<file path="config.mk">
export PLATFORM = sky130hd
export DESIGN_NAME = roman_numeral_encoder_top
export DESIGN_NICKNAME = d
export VERILOG_FILES = /design/src/rtl/core/rne_pkg.sv /design/src/rtl/core/rne_datapath.sv /design/src/rtl/core/roman_numeral_encoder_top.sv
export SDC_FILE = /design/constraint.sdc
export NUM_CORES = 1
export LEC_CHECK = 0
export ABC_AREA = 1
export BUFFER_PORTS_ARGS = -buffer_cell sky130_fd_sc_hd__buf_2
export CORE_MARGIN = 2
export CORE_UTILIZATION = 52
export CTS_CLUSTER_SIZE = 14
export DETAILED_ROUTE_END_ITERATION = 10
export PLACE_DENSITY = 0.7
export SYNTH_ARGS = -nofsm -noshare
export SYNTH_HDL_FRONTEND = slang
export SYNTH_SLANG_ARGS = --single-unit
</file>
<file path="constraint.sdc">
create_clock -name clk_i -period 6.9 [get_ports clk_i]
set_clock_uncertainty 0.2 [all_clocks]
set_input_delay 1.035 -clock clk_i [delete_from_list [all_inputs] [get_ports clk_i]]
set_output_delay 1.035 -clock clk_i [all_outputs]
set_load 0.05 [all_outputs]
</file>
<file path="src/rtl/core/rne_pkg.sv">
// package for the roman numeral encoder: widths, ascii letters, symbol tables
// and the microcode program of the sequencer
// no dependencies
package rne_pkg;

  localparam int ValueW = 12;
  localparam int CharW  = 8;
  localparam int RemW   = 14;
  localparam int PcW    = 4;

  localparam logic [ValueW-1:0] MaxValue = ValueW'(3999);

  // decimal weights of the digit positions
  localparam int WeightTh = 1000;
  localparam int WeightHu = 100;
  localparam int WeightTe = 10;

  // ascii letters
  localparam logic [CharW-1:0] ChrI    = 8'h49;
  localparam logic [CharW-1:0] ChrV    = 8'h56;
  localparam logic [CharW-1:0] ChrX    = 8'h58;
  localparam logic [CharW-1:0] ChrL    = 8'h4C;
  localparam logic [CharW-1:0] ChrC    = 8'h43;
  localparam logic [CharW-1:0] ChrD    = 8'h44;
  localparam logic [CharW-1:0] ChrM    = 8'h4D;
  localparam logic [CharW-1:0] ChrNone = 8'h00;

  // digit positions
  localparam logic [1:0] PosOn = 2'd0;
  localparam logic [1:0] PosTe = 2'd1;
  localparam logic [1:0] PosHu = 2'd2;
  localparam logic [1:0] PosTh = 2'd3;

  // program labels
  localparam logic [PcW-1:0] PcWait = 4'd0;
  localparam logic [PcW-1:0] PcDgTh = 4'd1;
  localparam logic [PcW-1:0] PcEmTh = 4'd2;
  localparam logic [PcW-1:0] PcDgHu = 4'd3;
  localparam logic [PcW-1:0] PcEmHu = 4'd4;
  localparam logic [PcW-1:0] PcDgTe = 4'd5;
  localparam logic [PcW-1:0] PcEmTe = 4'd6;
  localparam logic [PcW-1:0] PcDgOn = 4'd7;
  localparam logic [PcW-1:0] PcEmOn = 4'd8;
  localparam logic [PcW-1:0] PcErr  = 4'd9;

  // micro operations
  typedef enum logic [1:0] {
    OP_WAIT,
    OP_DIG,
    OP_EMIT,
    OP_ERR
  } op_e;

  // symbol roles inside one digit
  typedef enum logic [1:0] {
    SYM_ONE,
    SYM_FIVE,
    SYM_TEN
  } sym_e;

  // one control word
  typedef struct packed {
    op_e            op;
    logic [1:0]     pos;
    logic [PcW-1:0] jmp;
  } uword_t;

  // sequencer to datapath controls
  typedef struct packed {
    logic       load;
    logic       dig;
    logic       adv;
    logic [1:0] pos;
  } ctrl_t;

  // datapath to sequencer status
  typedef struct packed {
    logic             empty;
    logic             final_sym;
    logic             last;
    logic [CharW-1:0] chr;
  } stat_t;

  // microcode program
  function automatic uword_t urom(input logic [PcW-1:0] pc);
    uword_t w;
    unique case (pc)
      PcWait:  w = '{op: OP_WAIT, pos: PosOn, jmp: PcErr};
      PcDgTh:  w = '{op: OP_DIG,  pos: PosTh, jmp: PcEmTh};
      PcEmTh:  w = '{op: OP_EMIT, pos: PosTh, jmp: PcDgHu};
      PcDgHu:  w = '{op: OP_DIG,  pos: PosHu, jmp: PcEmHu};
      PcEmHu:  w = '{op: OP_EMIT, pos: PosHu, jmp: PcDgTe};
      PcDgTe:  w = '{op: OP_DIG,  pos: PosTe, jmp: PcEmTe};
      PcEmTe:  w = '{op: OP_EMIT, pos: PosTe, jmp: PcDgOn};
      PcDgOn:  w = '{op: OP_DIG,  pos: PosOn, jmp: PcEmOn};
      PcEmOn:  w = '{op: OP_EMIT, pos: PosOn, jmp: PcWait};
      PcErr:   w = '{op: OP_ERR,  pos: PosOn, jmp: PcWait};
      default: w = '{op: OP_WAIT, pos: PosOn, jmp: PcWait};
    endcase
    return w;
  endfunction

  // number of symbols a digit expands to
  function automatic logic [2:0] sym_len(input logic [3:0] d);
    logic [2:0] n;
    if (d == 4'd4 || d == 4'd9) begin
      n = 3'd2;
    end else if (d >= 4'd5 && d <= 4'd8) begin
      n = 3'(d - 4'd4);
    end else if (d <= 4'd3) begin
      n = d[2:0];
    end else begin
      n = 3'd0;
    end
    return n;
  endfunction

  // symbol role at a place inside the digit's expansion
  function automatic sym_e sym_of(input logic [3:0] d, input logic [1:0] idx);
    sym_e s;
    if (d == 4'd4) begin
      s = (idx == 2'd0) ? SYM_ONE : SYM_FIVE;
    end else if (d == 4'd9) begin
      s = (idx == 2'd0) ? SYM_ONE : SYM_TEN;
    end else if (d >= 4'd5) begin
      s = (idx == 2'd0) ? SYM_FIVE : SYM_ONE;
    end else begin
      s = SYM_ONE;
    end
    return s;
  endfunction

  // letter of a symbol role at a digit position
  function automatic logic [CharW-1:0] letter(input logic [1:0] pos, input sym_e s);
    logic [CharW-1:0] c;
    unique case (pos)
      PosTh: c = ChrM;
      PosHu: c = (s == SYM_ONE) ? ChrC : (s == SYM_FIVE) ? ChrD : ChrM;
      PosTe: c = (s == SYM_ONE) ? ChrX : (s == SYM_FIVE) ? ChrL : ChrC;
      default: c = (s == SYM_ONE) ? ChrI : (s == SYM_FIVE) ? ChrV : ChrX;
    endcase
    return c;
  endfunction

endpackage

</file>
<file path="src/rtl/core/rne_datapath.sv">
// datapath of the roman numeral encoder: remainder, digit and symbol index
// registers, one-digit-a-step extraction and letter selection; uses rne_pkg
module rne_datapath (
  input  logic                           clk_i,
  input  logic [rne_pkg::ValueW-1:0]     value_i,
  input  rne_pkg::ctrl_t                 ctrl_i,
  output rne_pkg::stat_t                 stat_o
);

  logic [rne_pkg::ValueW-1:0] rem_q, rem_d;
  logic [3:0]                 dig_q, dig_d;
  logic [1:0]                 idx_q, idx_d;

  logic [3:0]                 dg_th, dg_hu, dg_te;
  logic [rne_pkg::RemW-1:0]   sb_th, sb_hu, sb_te;
  logic [rne_pkg::RemW-1:0]   rem_w;
  logic [3:0]                 dig_new;
  logic [rne_pkg::RemW-1:0]   sub_new;
  logic [2:0]                 len;

  // digit of each weight by parallel compares against its multiples
  always_comb begin
    rem_w = {2'b00, rem_q};
    dg_th = '0;
    sb_th = '0;
    dg_hu = '0;
    sb_hu = '0;
    dg_te = '0;
    sb_te = '0;
    for (int k = 1; k <= 9; k++) begin
      if (rem_w >= rne_pkg::RemW'(k * rne_pkg::WeightTh)) begin
        dg_th = 4'(k);
        sb_th = rne_pkg::RemW'(k * rne_pkg::WeightTh);
      end
      if (rem_w >= rne_pkg::RemW'(k * rne_pkg::WeightHu)) begin
        dg_hu = 4'(k);
        sb_hu = rne_pkg::RemW'(k * rne_pkg::WeightHu);
      end
      if (rem_w >= rne_pkg::RemW'(k * rne_pkg::WeightTe)) begin
        dg_te = 4'(k);
        sb_te = rne_pkg::RemW'(k * rne_pkg::WeightTe);
      end
    end
  end

  // pick the position being extracted
  always_comb begin
    unique case (ctrl_i.pos)
      rne_pkg::PosTh: begin
        dig_new = dg_th;
        sub_new = sb_th;
      end
      rne_pkg::PosHu: begin
        dig_new = dg_hu;
        sub_new = sb_hu;
      end
      rne_pkg::PosTe: begin
        dig_new = dg_te;
        sub_new = sb_te;
      end
      default: begin
        dig_new = rem_q[3:0];
        sub_new = rem_w;
      end
    endcase
  end

  // register updates
  always_comb begin
    rem_d = rem_q;
    dig_d = dig_q;
    idx_d = idx_q;
    if (ctrl_i.load) begin
      rem_d = value_i;
    end else if (ctrl_i.dig) begin
      rem_d = rne_pkg::ValueW'(rem_w - sub_new);
      dig_d = dig_new;
      idx_d = '0;
    end else if (ctrl_i.adv) begin
      idx_d = idx_q + 2'd1;
    end
  end

  always_ff @(posedge clk_i) begin
    rem_q <= rem_d;
    dig_q <= dig_d;
    idx_q <= idx_d;
  end

  // status for the sequencer and the current letter
  always_comb begin
    len              = rne_pkg::sym_len(dig_q);
    stat_o.empty     = (len == 3'd0);
    stat_o.final_sym = ({1'b0, idx_q} == 3'(len - 3'd1));
    stat_o.last      = stat_o.final_sym && (rem_q == '0);
    stat_o.chr       = rne_pkg::letter(ctrl_i.pos, rne_pkg::sym_of(dig_q, idx_q));
  end

endmodule

</file>
<file path="src/rtl/core/roman_numeral_encoder_top.sv">
// roman numeral encoder: microcode sequencer with output register
// uses rne_pkg and rne_datapath
//
// an item takes an accept step, 4 digit extraction steps and one emit step
// per character, one character per cycle while the output is not stalled
// (at least one emit step per digit position); an out-of-range value takes
// an accept step and an error step. the microcode program order sets this
// sequence. the first character is registered by the emit step of the first
// nonzero digit position; the range error result by the error step.
// reset clears the step counter and the output valid flag; no memory to clear
module roman_numeral_encoder_top (
  input  logic                           clk_i,
  input  logic                           rst_ni,
  input  logic                           value_valid_i,
  output logic                           value_ready_o,
  input  logic [rne_pkg::ValueW-1:0]     value_i,
  output logic                           out_valid_o,
  input  logic                           out_ready_i,
  output logic [rne_pkg::CharW-1:0]      char_code_o,
  output logic                           last_o,
  output logic                           range_error_o
);

  logic [rne_pkg::PcW-1:0] pc_q, pc_d;
  rne_pkg::uword_t         uw;
  rne_pkg::ctrl_t          ctrl;
  rne_pkg::stat_t          stat;

  logic                      out_valid_q;
  logic [rne_pkg::CharW-1:0] char_q;
  logic                      last_q;
  logic                      err_q;
  logic                      out_free;
  logic                      emit;
  logic                      emit_err;

  assign out_free      = !out_valid_q || out_ready_i;
  assign value_ready_o = (pc_q == rne_pkg::PcWait);

  rne_datapath u_datapath (
    .clk_i   (clk_i),
    .value_i (value_i),
    .ctrl_i  (ctrl),
    .stat_o  (stat)
  );

  // sequencer: fetch control word, decode, next step
  always_comb begin
    uw        = rne_pkg::urom(pc_q);
    pc_d      = pc_q;
    ctrl.load = 1'b0;
    ctrl.dig  = 1'b0;
    ctrl.adv  = 1'b0;
    ctrl.pos  = uw.pos;
    emit      = 1'b0;
    emit_err  = 1'b0;
    unique case (uw.op)
      rne_pkg::OP_WAIT: begin
        if (value_valid_i) begin
          if (value_i > rne_pkg::MaxValue) begin
            pc_d = uw.jmp;
          end else begin
            ctrl.load = 1'b1;
            pc_d      = pc_q + 1'b1;
          end
        end
      end
      rne_pkg::OP_DIG: begin
        ctrl.dig = 1'b1;
        pc_d     = pc_q + 1'b1;
      end
      rne_pkg::OP_EMIT: begin
        if (stat.empty) begin
          pc_d = uw.jmp;
        end else if (out_free) begin
          emit     = 1'b1;
          ctrl.adv = 1'b1;
          if (stat.final_sym) begin
            pc_d = uw.jmp;
          end
        end
      end
      rne_pkg::OP_ERR: begin
        if (out_free) begin
          emit_err = 1'b1;
          pc_d     = uw.jmp;
        end
      end
    endcase
  end

  // step counter and output valid
  always_ff @(posedge clk_i or negedge rst_ni) begin
    if (!rst_ni) begin
      pc_q        <= rne_pkg::PcWait;
      out_valid_q <= 1'b0;
    end else begin
      pc_q <= pc_d;
      if (emit || emit_err) begin
        out_valid_q <= 1'b1;
      end else if (out_ready_i) begin
        out_valid_q <= 1'b0;
      end
    end
  end

  // output payload
  always_ff @(posedge clk_i) begin
    if (emit) begin
      char_q <= stat.chr;
      last_q <= stat.last;
      err_q  <= 1'b0;
    end else if (emit_err) begin
      char_q <= rne_pkg::ChrNone;
      last_q <= 1'b1;
      err_q  <= 1'b1;
    end
  end

  assign out_valid_o   = out_valid_q;
  assign char_code_o   = char_q;
  assign last_o        = last_q;
  assign range_error_o = err_q;

endmodule
</file>
==> impl_metrics.py, run 1 <==
metrics = {
    "floorplan": {
        "initial_core_util_pct": 53.6,
        "dieArea_um2": 6710,
        "num_rows": 28,
        "ioPinCount": 28,
        "core_area_um2": 5890,
        "chipHeight_um": 81.9,
        "die_w_um": 81.9,
    },
    "cells_and_area": {
        "fill_cells": 558,
        "seq_area_um2": 896,
        "multi_input_area_um2": 1960,
        "drive_above_1_share_pct": 16.4,
        "syn_to_final_growth_pct": 8.49,
        "diodes": 0,
        "fin_nets": 527,
        "final_util_pct": 58.1,
    },
    "place": {
        "io_buffers": 25,
        "place_ws_ns": 2.94,
        "dp_hpwl_mm": 6.69,
        "gp_congestion": 0.996,
    },
    "worst_setup_path": {
        "cp_num_buf_inv": 4,
        "end_kind": "register",
        "worst-path-stages": 21,
        "crit_fanout": 8,
        "slowest_stage": "dfrtp_1",
        "cp_slowest_stage_delay_ns": 0.47,
        "r2r_start": "pc_q[0]$_DFFE_PN0P_",
        "crit_start": "pc_q[0]$_DFFE_PN0P_",
        "r2r_cells": 21,
        "cp_top_family": "simple AND/OR/NAND/NOR gates",
        "cp_cell_sequence": "inv_1, ha_1, inv_1, nor2_1, inv_2, nor2_4, inv_2, nor2_4, nand2_1, nor2_2, nor3_1, ha_1, a21oi_1, nand2_1, nand2_1, a21oi_1, o21ai_0, nand2_1, or2_2, nand3_1, nand2_1",
        "startpoint_type": "register",
        "critical_path_class": "register to register",
        "cp.required_ns": 6.75,
        "crit_arrival_ns": 3.85,
        "critPathMostFrequentCell": "nand2_1",
    },
    "synthesis": {
        "netlist_instances": 464,
        "ys.flop_type": "edfxtp_1",
        "ys_seq_elements": 31,
        "yosys_warnings": 0,
        "ys_top_cells_by_area": "edfxtp_1 (24%), nand2_1 (15%), ha_1 (7.1%)",
        "synth_compound_area_share_pct": 15.8,
        "synth_edf_count": 25,
        "synth_simple_gate_area_share_pct": 36.4,
        "synthMuxAreaShare_pct": 0,
        "seq_area_frac_synth_pct": 28.4,
        "synth_top_family_by_area": "simple AND/OR/NAND/NOR gates",
        "yosysMostFrequentCell": "nand2_1",
        "synthArstFlopShare_pct": 16.1,
        "ys_types": 45,
        "synth_area_per_cell_um2": 6.80,
        "synth_area_leader_cell": "edfxtp_1",
        "yosysTopAreaCellShare_pct": 23.8,
        "synth_fa_ha_area_share_pct": 7.77,
        "ys_top_cells_by_count": "nand2_1 (129), inv_1 (54), nor2_1 (39)",
        "synthXorXnorAreaFrac_pct": 1.94,
        "syn-cell-area_um2": 3150,
    },
    "routing": {
        "num_vias": 3203,
        "dr.pass1.iters": 5,
        "via_per_inst": 5.64,
        "routed_wl_mm": 8.19,
        "drt_iter0_markers": 220,
        "wire_per_inst_um": 14.4,
        "postRouteAntennaNets": 0,
        "drc": 0,
    },
    "timing": {
        "setup_ws_ns": 2.90,
        "tns_ns": 0,
        "setup_viol": 0,
        "slew_headroom_pct": 61.0,
        "rsz0062_at_grt": "no",
        "post-route-period-util_pct": 58.0,
        "drv_slew": 0,
        "finalHoldViolCount": 0,
        "finalCriticalPeriod_ns": 4.00,
        "tightest_slew_ns": 0.583,
        "max_freq_mhz": 250,
    },
    "clock_tree": {
        "clock-sinks": 31,
        "clock_latency_ns": 0.28,
        "clockBufferDepth": 2,
        "cts_root_buffer": "clkbuf_8",
        "ctsResizeCount": 0,
        "clk_pin_slew_ns": 0.07,
        "cts_tree": "yes",
        "cts_hold_buf": 0,
        "postCtsSetupBuffers": 0,
        "numCtsBuffers": 5,
        "cts_max_level": 2,
    },
    "global_route": {
        "use_met3_pct": 4.73,
        "antenna_found_initial": 0,
        "grt_pass1_wl_mm": 13.6,
        "grt_usage_pct": 26.7,
        "grt_pass1_vias": 2983,
        "grt_busiest_layer": "met2",
        "grt_util_met2_pct": 47.0,
        "gr-total-overflow": 0,
        "met1_usage_pct": 33.6,
        "grt_start_max_net_pins": 20,
    },
    "status": {
        "status": "finished, final reports clean",
    },
    "min_path": {
        "worstHoldStart": "range_error_o$_SDFFE_PP0P_",
        "hold_path_class": "register to register",
        "hold_depth": 2,
    },
    "flow_run": {
        "cap_violations": 0,
    },
}
routing by layer:
layer / routed length (um) / up-vias / share of wire [%]
li1: - / 1591 / -
met1: 3570 / 1463 / 44
met2: 4050 / 133 / 49
met3: 454 / 16 / 5.5
met4: 123 / 0 / 1.5
met5: 0 / - / 0
registers in the layout, summed over array words and instances (netlist names):
register	flops
char_code_o	6
last_o	1
out_valid_o	1
pc_q	4
range_error_o	1
u_datapath.dig_q	4
u_datapath.idx_q	2
u_datapath.rem_q	12
area by class of cell:
cell class,count,share of cell area [%]
clock buffers,6,2.12
clock inverters,2,0.366
inverters,68,7.53
multi-input cells,361,57.4
flip-flops and latches,31,26.2
well taps,75,2.74
repair buffers,25,3.66
cell usage in the layout (no fill, tap or decap), types with 2 or more instances in the layout:
master / n
dfrtp_1: 5
inv_1: 54
buf_2: 25
nand2_1: 129
nor2_8: 2
xor2_1: 3
o22ai_1: 2
nor2_4: 3
ha_1: 18
a21oi_1: 32
nor2_1: 39
a21oi_2: 2
o21ai_1: 5
or2_2: 2
nand2_2: 5
clkbuf_8: 5
nor3_1: 7
inv_2: 13
xnor2_1: 4
nand4_1: 7
nand3_1: 28
o221ai_1: 2
nor2_2: 11
o21ai_0: 34
edfxtp_1: 25
o31ai_1: 3
o211ai_1: 3
nand3_2: 4
conb_1: 3
final timing paths:
kind	slack, ns	to
setup / recovery	2.90	u_datapath.rem_q[10]$_DFFE_PP_
min in group asynchronous	0.36	pc_q[2]$_DFFE_PN0P_
max in group asynchronous	5.99	out_valid_o$_DFFE_PN0P_
hold reg to reg	0.33	range_error_o$_SDFFE_PP0P_
setup reg to reg	2.90	u_datapath.rem_q[10]$_DFFE_PP_
hold / removal	0.33	range_error_o$_SDFFE_PP0P_
tightest hold or removal path: stages (launching register included):
cell	delay [ns]
dfxtp_1	0.34
o21ai_0	0.10
inv_1	0.05
cell families after synthesis:
family | after synthesis
flip-flops | 31
other | 1
AND/OR/NAND/NOR | 243
buffers and inverters | 74
AO/OA/AOI/OAI | 89
adder cells (fa/ha/maj) | 19
XOR/XNOR | 7
metrics by stage:
step,instances,hold WS (ns),cell area (um^2)
finish,568,0.326,3420
global route,568,0.331,3420
floorplan,466,0.356,3160
detailed placement,560,0.294,3340
global placement,560,0.266,3340
CTS,568,0.310,3420
Power of run 1 is left out: the tool's default activity adds up to more than one toggle a clock period on the data nets, which glitch-free logic cannot reach.
==> inputs of run 2 (changes only) <==
Settings changed: PLACE_DENSITY 0.7 to 0.73.
Clock period 6.9 ns to 3.6 ns, I/O delays scaled along.
==> impl_metrics.py, run 2 (synthesis results as in run 1) <==
metrics = {
    "status": {
        "status": "finished, final reports clean",
    },
    "clock_tree": {
        "cts_max_level": 2,
        "clock_latency_ns": 0.29,
        "cts_root_buffer": "clkbuf_8",
        "clk_pin_slew_ns": 0.09,
        "clockBufferDepth": 2,
        "cts_tree": "yes",
        "numCtsBuffers": 5,
        "clock-sinks": 31,
    },
    "cells_and_area": {
        "fin_nets": 598,
        "syn_to_final_growth_pct": 32.8,
        "final_common_cell": "nand2_1",
        "final_cell_mix": "nand2_1 (117), buf_4 (69), inv_1 (47)",
        "drive_above_1_share_pct": 34.4,
        "largest_register": "u_datapath.rem_q",
        "largest_reg_flops": 12,
        "diodes": 0,
    },
    "global_route": {
        "grt_pass1_wl_mm": 14.6,
        "grt_usage_pct": 28.6,
        "grt_busiest_layer": "met2",
        "met1_usage_pct": 39.3,
        "grt_start_max_net_pins": 20,
        "grt_pass1_vias": 3108,
        "gr-total-overflow": 0,
        "use_met3_pct": 4.07,
        "antenna_found_initial": 0,
        "grt_util_met2_pct": 46.7,
    },
    "worst_setup_path": {
        "crit_arrival_ns": 3.34,
        "critical_path_class": "register to register",
        "crit_fanout": 4,
        "end_kind": "register",
        "cp.required_ns": 3.44,
        "startpoint_type": "register",
    },
    "place": {
        "io_buffers": 25,
        "gp_congestion": 0.977,
        "dp_hpwl_mm": 7.43,
    },
    "routing": {
        "num_vias": 3542,
        "routed_wl_mm": 9.72,
        "drt_iter0_markers": 310,
        "drc": 0,
        "postRouteAntennaNets": 0,
        "dr.pass1.iters": 5,
        "wire_per_inst_um": 15.2,
        "via_per_inst": 5.54,
    },
    "timing": {
        "drv_slew": 0,
        "finalHoldViolCount": 0,
        "slew_headroom_pct": 62.4,
        "tns_ns": 0,
        "post-route-period-util_pct": 97.2,
        "finalCriticalPeriod_ns": 3.50,
        "tightest_slew_ns": 0.562,
        "whs_ns": 0.297,
        "max_freq_mhz": 286,
        "setup_viol": 0,
    },
    "floorplan": {
        "ioPinCount": 28,
        "core_area_um2": 5890,
        "initial_core_util_pct": 53.6,
        "die_w_um": 81.9,
        "dieArea_um2": 6710,
        "chipHeight_um": 81.9,
        "num_rows": 28,
    },
    "flow_run": {
        "cap_violations": 0,
    },
    "min_path": {
        "hold_path_class": "register to register",
    },
}
-- run 2: changes by cell type in the layout (fill, tap and decap cells not counted), moves of 8 or more --
cell,delta
o21ai_0,-9
nand2_2,+12
buf_4,+69
nand2_1,-12
nor2_4,+8
o21ai_1,+8
-- run 2: final cells by class --
| type | count | area [um^2] |
|---|---|---|
| Tap cell | 75 | 93.8 |
| Fill cell | 506 | 1700 |
| Timing Repair Buffer | 96 | 664 |
| Clock inverter | 3 | 43.8 |
| Clock buffer | 5 | 68.8 |
| Multi-Input combinational cell | 361 | 2160 |
| Sequential cell | 31 | 897 |
| Inverter | 68 | 258 |
-- run 2: critical path, stage by stage (launching register included) --
cell and delay (ns):
edfxtp_1 0.43, buf_4 0.17, nor2_4 0.15, nand2_1 0.06
o21ai_1 0.25, nor2_4 0.08, nand2_1 0.11, a21oi_2 0.06
o21ai_1 0.15, nand4_1 0.12, o21ai_1 0.13, ha_1 0.31
a21oi_2 0.20, o21ai_0 0.11, nor2_1 0.20, o21ai_2 0.09
or2_2 0.28, nand3_1 0.08, nand2_1 0.05
-- run 2: final timing paths --
| kind | depth (start not counted) | end | slack [ns] | from |
|---|---|---|---|---|
| max in group asynchronous | 2 | pc_q[3]$_DFFE_PN0P_ | 2.66 | rst_ni |
| hold / removal | 2 | range_error_o$_SDFFE_PP0P_ | 0.30 | range_error_o$_SDFFE_PP0P_ |
| setup reg to reg | 18 | u_datapath.rem_q[7]$_DFFE_PP_ | 0.10 | u_datapath.rem_q[6]$_DFFE_PP_ |
| min in group asynchronous | 2 | out_valid_o$_DFFE_PN0P_ | 0.39 | rst_ni |
| setup / recovery | 18 | u_datapath.rem_q[7]$_DFFE_PP_ | 0.10 | u_datapath.rem_q[6]$_DFFE_PP_ |
| hold reg to reg | 2 | range_error_o$_SDFFE_PP0P_ | 0.30 | range_error_o$_SDFFE_PP0P_ |
-- run 2: per-stage QoR --
stage               cells  setup WS [ns]  instance area (um^2)  util, %
finish                639          0.100                  4190     71.2
global route          639        -0.0694                  4190     71.2
CTS                   620         0.0204                  3870     65.8
detailed placement    607         -0.127                  3690     62.7
global placement      607         -0.168                  3690     62.7
floorplan             466         0.0538                  3160        -
-- run 2: layer usage --
layer  part of all wire [%]  up-vias  wire [um]
met4                    2.3        0        219
met2                     47      138       4610
li1                       -     1729          -
met5                      0        -          0
met1                     44     1657       4320
met3                    5.9       18        573
-- run 2: repair_timing --
item | 4_1_cts | 5_1_grt
pin swaps | 1 | 29
setup endpoints to repair | 3 | 5
resized for setup | 7 | 58
endpoints found under the hold margin | 5 | 0
hold buffers | 1 | 0
buffers inserted | 4 | 20
Power of run 2 is left out for the same reason.
==> inputs of run 3 (changes only) <==
Settings changed: BUFFER_PORTS_ARGS -buffer_cell sky130_fd_sc_hd__buf_2 to not set, CORE_MARGIN 2 to 5, DONT_BUFFER_PORTS set to 1, PLACE_DENSITY 0.73 to 0.69, SYNTH_HIERARCHICAL set to 1.
==> impl_metrics.py, run 3 <==
metrics = {
    "status": {
        "status": "finished, final reports clean",
    },
    "clock_tree": {
        "clock-sinks": 33,
        "clock_latency_ns": 0.29,
        "numCtsBuffers": 5,
        "clk_pin_slew_ns": 0.08,
        "cts_max_level": 2,
        "cts_root_buffer": "clkbuf_8",
        "cts_tree": "yes",
        "clockBufferDepth": 2,
    },
    "cells_and_area": {
        "largest_reg_flops": 12,
        "multi_input_area_um2": 2340,
        "seq_area_um2": 956,
        "final_common_cell": "nand2_1",
        "fin_area_um2": 4190,
        "diodes": 0,
        "drive_above_1_share_pct": 24.0,
        "fill_cells": 622,
        "largest_register": "u_datapath/rem_q",
        "syn_to_final_growth_pct": 18.7,
        "fin_nets": 615,
        "final_cell_mix": "nand2_1 (150), inv_1 (70), nor2_1 (57)",
    },
    "floorplan": {
        "num_rows": 30,
        "core_area_um2": 6680,
        "ioPinCount": 28,
        "dieArea_um2": 8520,
        "chipHeight_um": 92.3,
        "initial_core_util_pct": 52.8,
        "die_w_um": 92.3,
    },
    "routing": {
        "via_per_inst": 5.47,
        "num_vias": 3611,
        "dr.pass1.iters": 6,
        "wire_per_inst_um": 14.7,
        "drc": 0,
        "postRouteAntennaNets": 0,
        "drt_iter0_markers": 286,
        "routed_wl_mm": 9.73,
    },
    "min_path": {
        "hold_path_class": "primary input to register",
        "hold_depth": 2,
        "worstHoldStart": "value_i[11]",
        "min_to": "u_datapath/rem_q[11]$_DFFE_PP_",
    },
    "synthesis": {
        "synth_area_leader_cell": "edfxtp_1",
        "ys_types": 48,
        "ys_top_cells_by_area": "edfxtp_1 (23%), nand2_1 (17%), inv_1 (7.8%)",
        "seq_area_frac_synth_pct": 27.1,
        "syn-cell-area_um2": 3520,
        "netlist_instances": 538,
        "ys_seq_elements": 33,
        "ys_top_cells_by_count": "nand2_1 (160), inv_1 (73), nor2_1 (65)",
        "synthArstFlopShare_pct": 15.2,
        "yosysMostFrequentCell": "nand2_1",
        "synth_edf_count": 27,
        "ys.flop_type": "edfxtp_1",
        "synth_area_per_cell_um2": 6.55,
        "yosysTopAreaCellShare_pct": 23.0,
        "yosys_warnings": 6,
    },
    "global_route": {
        "gr-total-overflow": 0,
        "grt_pass1_wl_mm": 14.7,
        "grt_pass1_vias": 3090,
        "grt_start_max_net_pins": 23,
        "grt_usage_pct": 21.3,
        "antenna_found_initial": 0,
    },
    "worst_setup_path": {
        "crit_fanout": 5,
        "crit_arrival_ns": 3.39,
        "r2r_end": "u_datapath/rem_q[8]$_DFFE_PP_",
        "end_kind": "register",
        "r2r_start": "u_datapath/rem_q[7]$_DFFE_PP_",
        "cp.required_ns": 3.44,
        "startpoint_type": "register",
        "r2r_slack_ns": 0.05,
        "r2r_cells": 21,
        "critical_path_class": "register to register",
    },
    "timing": {
        "setup_viol": 0,
        "drv_slew": 0,
        "setup_ws_ns": 0.0548,
        "tightest_slew_ns": 0.883,
        "finalHoldViolCount": 0,
        "post-route-period-util_pct": 98.5,
        "max_freq_mhz": 282,
        "slew_headroom_pct": 40.8,
        "rsz0062_at_grt": "yes",
        "finalCriticalPeriod_ns": 3.55,
    },
    "place": {
        "gp_congestion": 1.05,
        "io_buffers": 0,
        "placed_area_um2": 3710,
        "place_ws_ns": 0.0108,
        "dp_hpwl_mm": 7.31,
    },
    "flow_run": {
        "cap_violations": 0,
    },
}
run 3: cell type report:
type	count	area share, %
Clock buffer	5	1.64
Clock inverter	3	1.11
Multi-Input combinational cell	412	55.9
Timing Repair Buffer	45	8.40
Sequential cell	33	22.8
Tap cell	80	2.39
Inverter	82	7.71
run 3: timing repair:
action | 4_1_cts | 5_1_grt
hold buffers | 1 | 0
setup endpoints to repair | 0 | 7
buffers inserted | 0 | 22
hold endpoints to repair | 5 | 0
gates resized for setup | 0 | 57
run 3: kinds of logic after synthesis:
logic type                 share of synthesized area (%)
AOI/OAI and AO/OA                                   13.2
xor gates and xnor gates                            1.24
adders and majority gates                           7.31
buffers and inverters                               11.7
DFF                                                 27.1
other                                              0.213
and+or+nand+nor                                     39.1
run 3: layer usage:
| metal | track usage [%] | vias to the layer above | wire [um] |
|---|---|---|---|
| met1 | 30.7 | 1627 | 4410 |
| met4 | 5.69 | 0 | 186 |
| met5 | 0 | - | 0 |
| li1 | - | 1825 | - |
| met2 | 33.4 | 139 | 4520 |
| met3 | 2.68 | 20 | 616 |
run 3: worst max path at each step:
| stage | from | end | slack (ns) |
|---|---|---|---|
| floorplan | pc_q[0]$_DFFE_PN0P_ | u_datapath/rem_q[5]$_DFFE_PP_ | 0.02 |
| global placement | pc_q[1]$_DFFE_PN0P_ | u_datapath/rem_q[11]$_DFFE_PP_ | 0.09 |
| detailed placement | pc_q[0]$_DFFE_PN0P_ | u_datapath/rem_q[8]$_DFFE_PP_ | 0.01 |
| CTS | pc_q[0]$_DFFE_PN0P_ | u_datapath/rem_q[8]$_DFFE_PP_ | 0.007 |
| global route | u_datapath/rem_q[7]$_DFFE_PP_ | u_datapath/rem_q[11]$_DFFE_PP_ | -0.09 |
| finish | u_datapath/rem_q[7]$_DFFE_PP_ | u_datapath/rem_q[8]$_DFFE_PP_ | 0.05 |
run 3: per-stage QoR:
step,instances,hold slack [ns],setup TNS (ns),utilization [%]
2_1_floorplan,540,0.0444,0,-
3_3_place_gp,629,0.0446,0,55.5
3_5_place_dp,629,0.0445,0,55.5
4_1_cts,638,0.227,0,57.4
5_1_grt,660,0.230,-0.313,62.6
6_report,660,0.234,0,62.6
run 3: critical path, cell delays in order (launching register included):
cell and delay [ns]:
edfxtp_1 0.53, buf_6 0.19, inv_4 0.06, nand2_4 0.06, nor3_4 0.20, nand2_1 0.10
a21oi_1 0.16, nor2_1 0.08, buf_4 0.15, nand2_1 0.08, nand2_1 0.09, nand4_1 0.10
nand2_1 0.07, ha_1 0.34, buf_4 0.16, nand2_1 0.09, nor2_2 0.16, a21oi_2 0.09
o21bai_1 0.16, a21oi_1 0.08, o21ai_0 0.08, nand2_1 0.07
Power of run 3 is left out for the same reason.
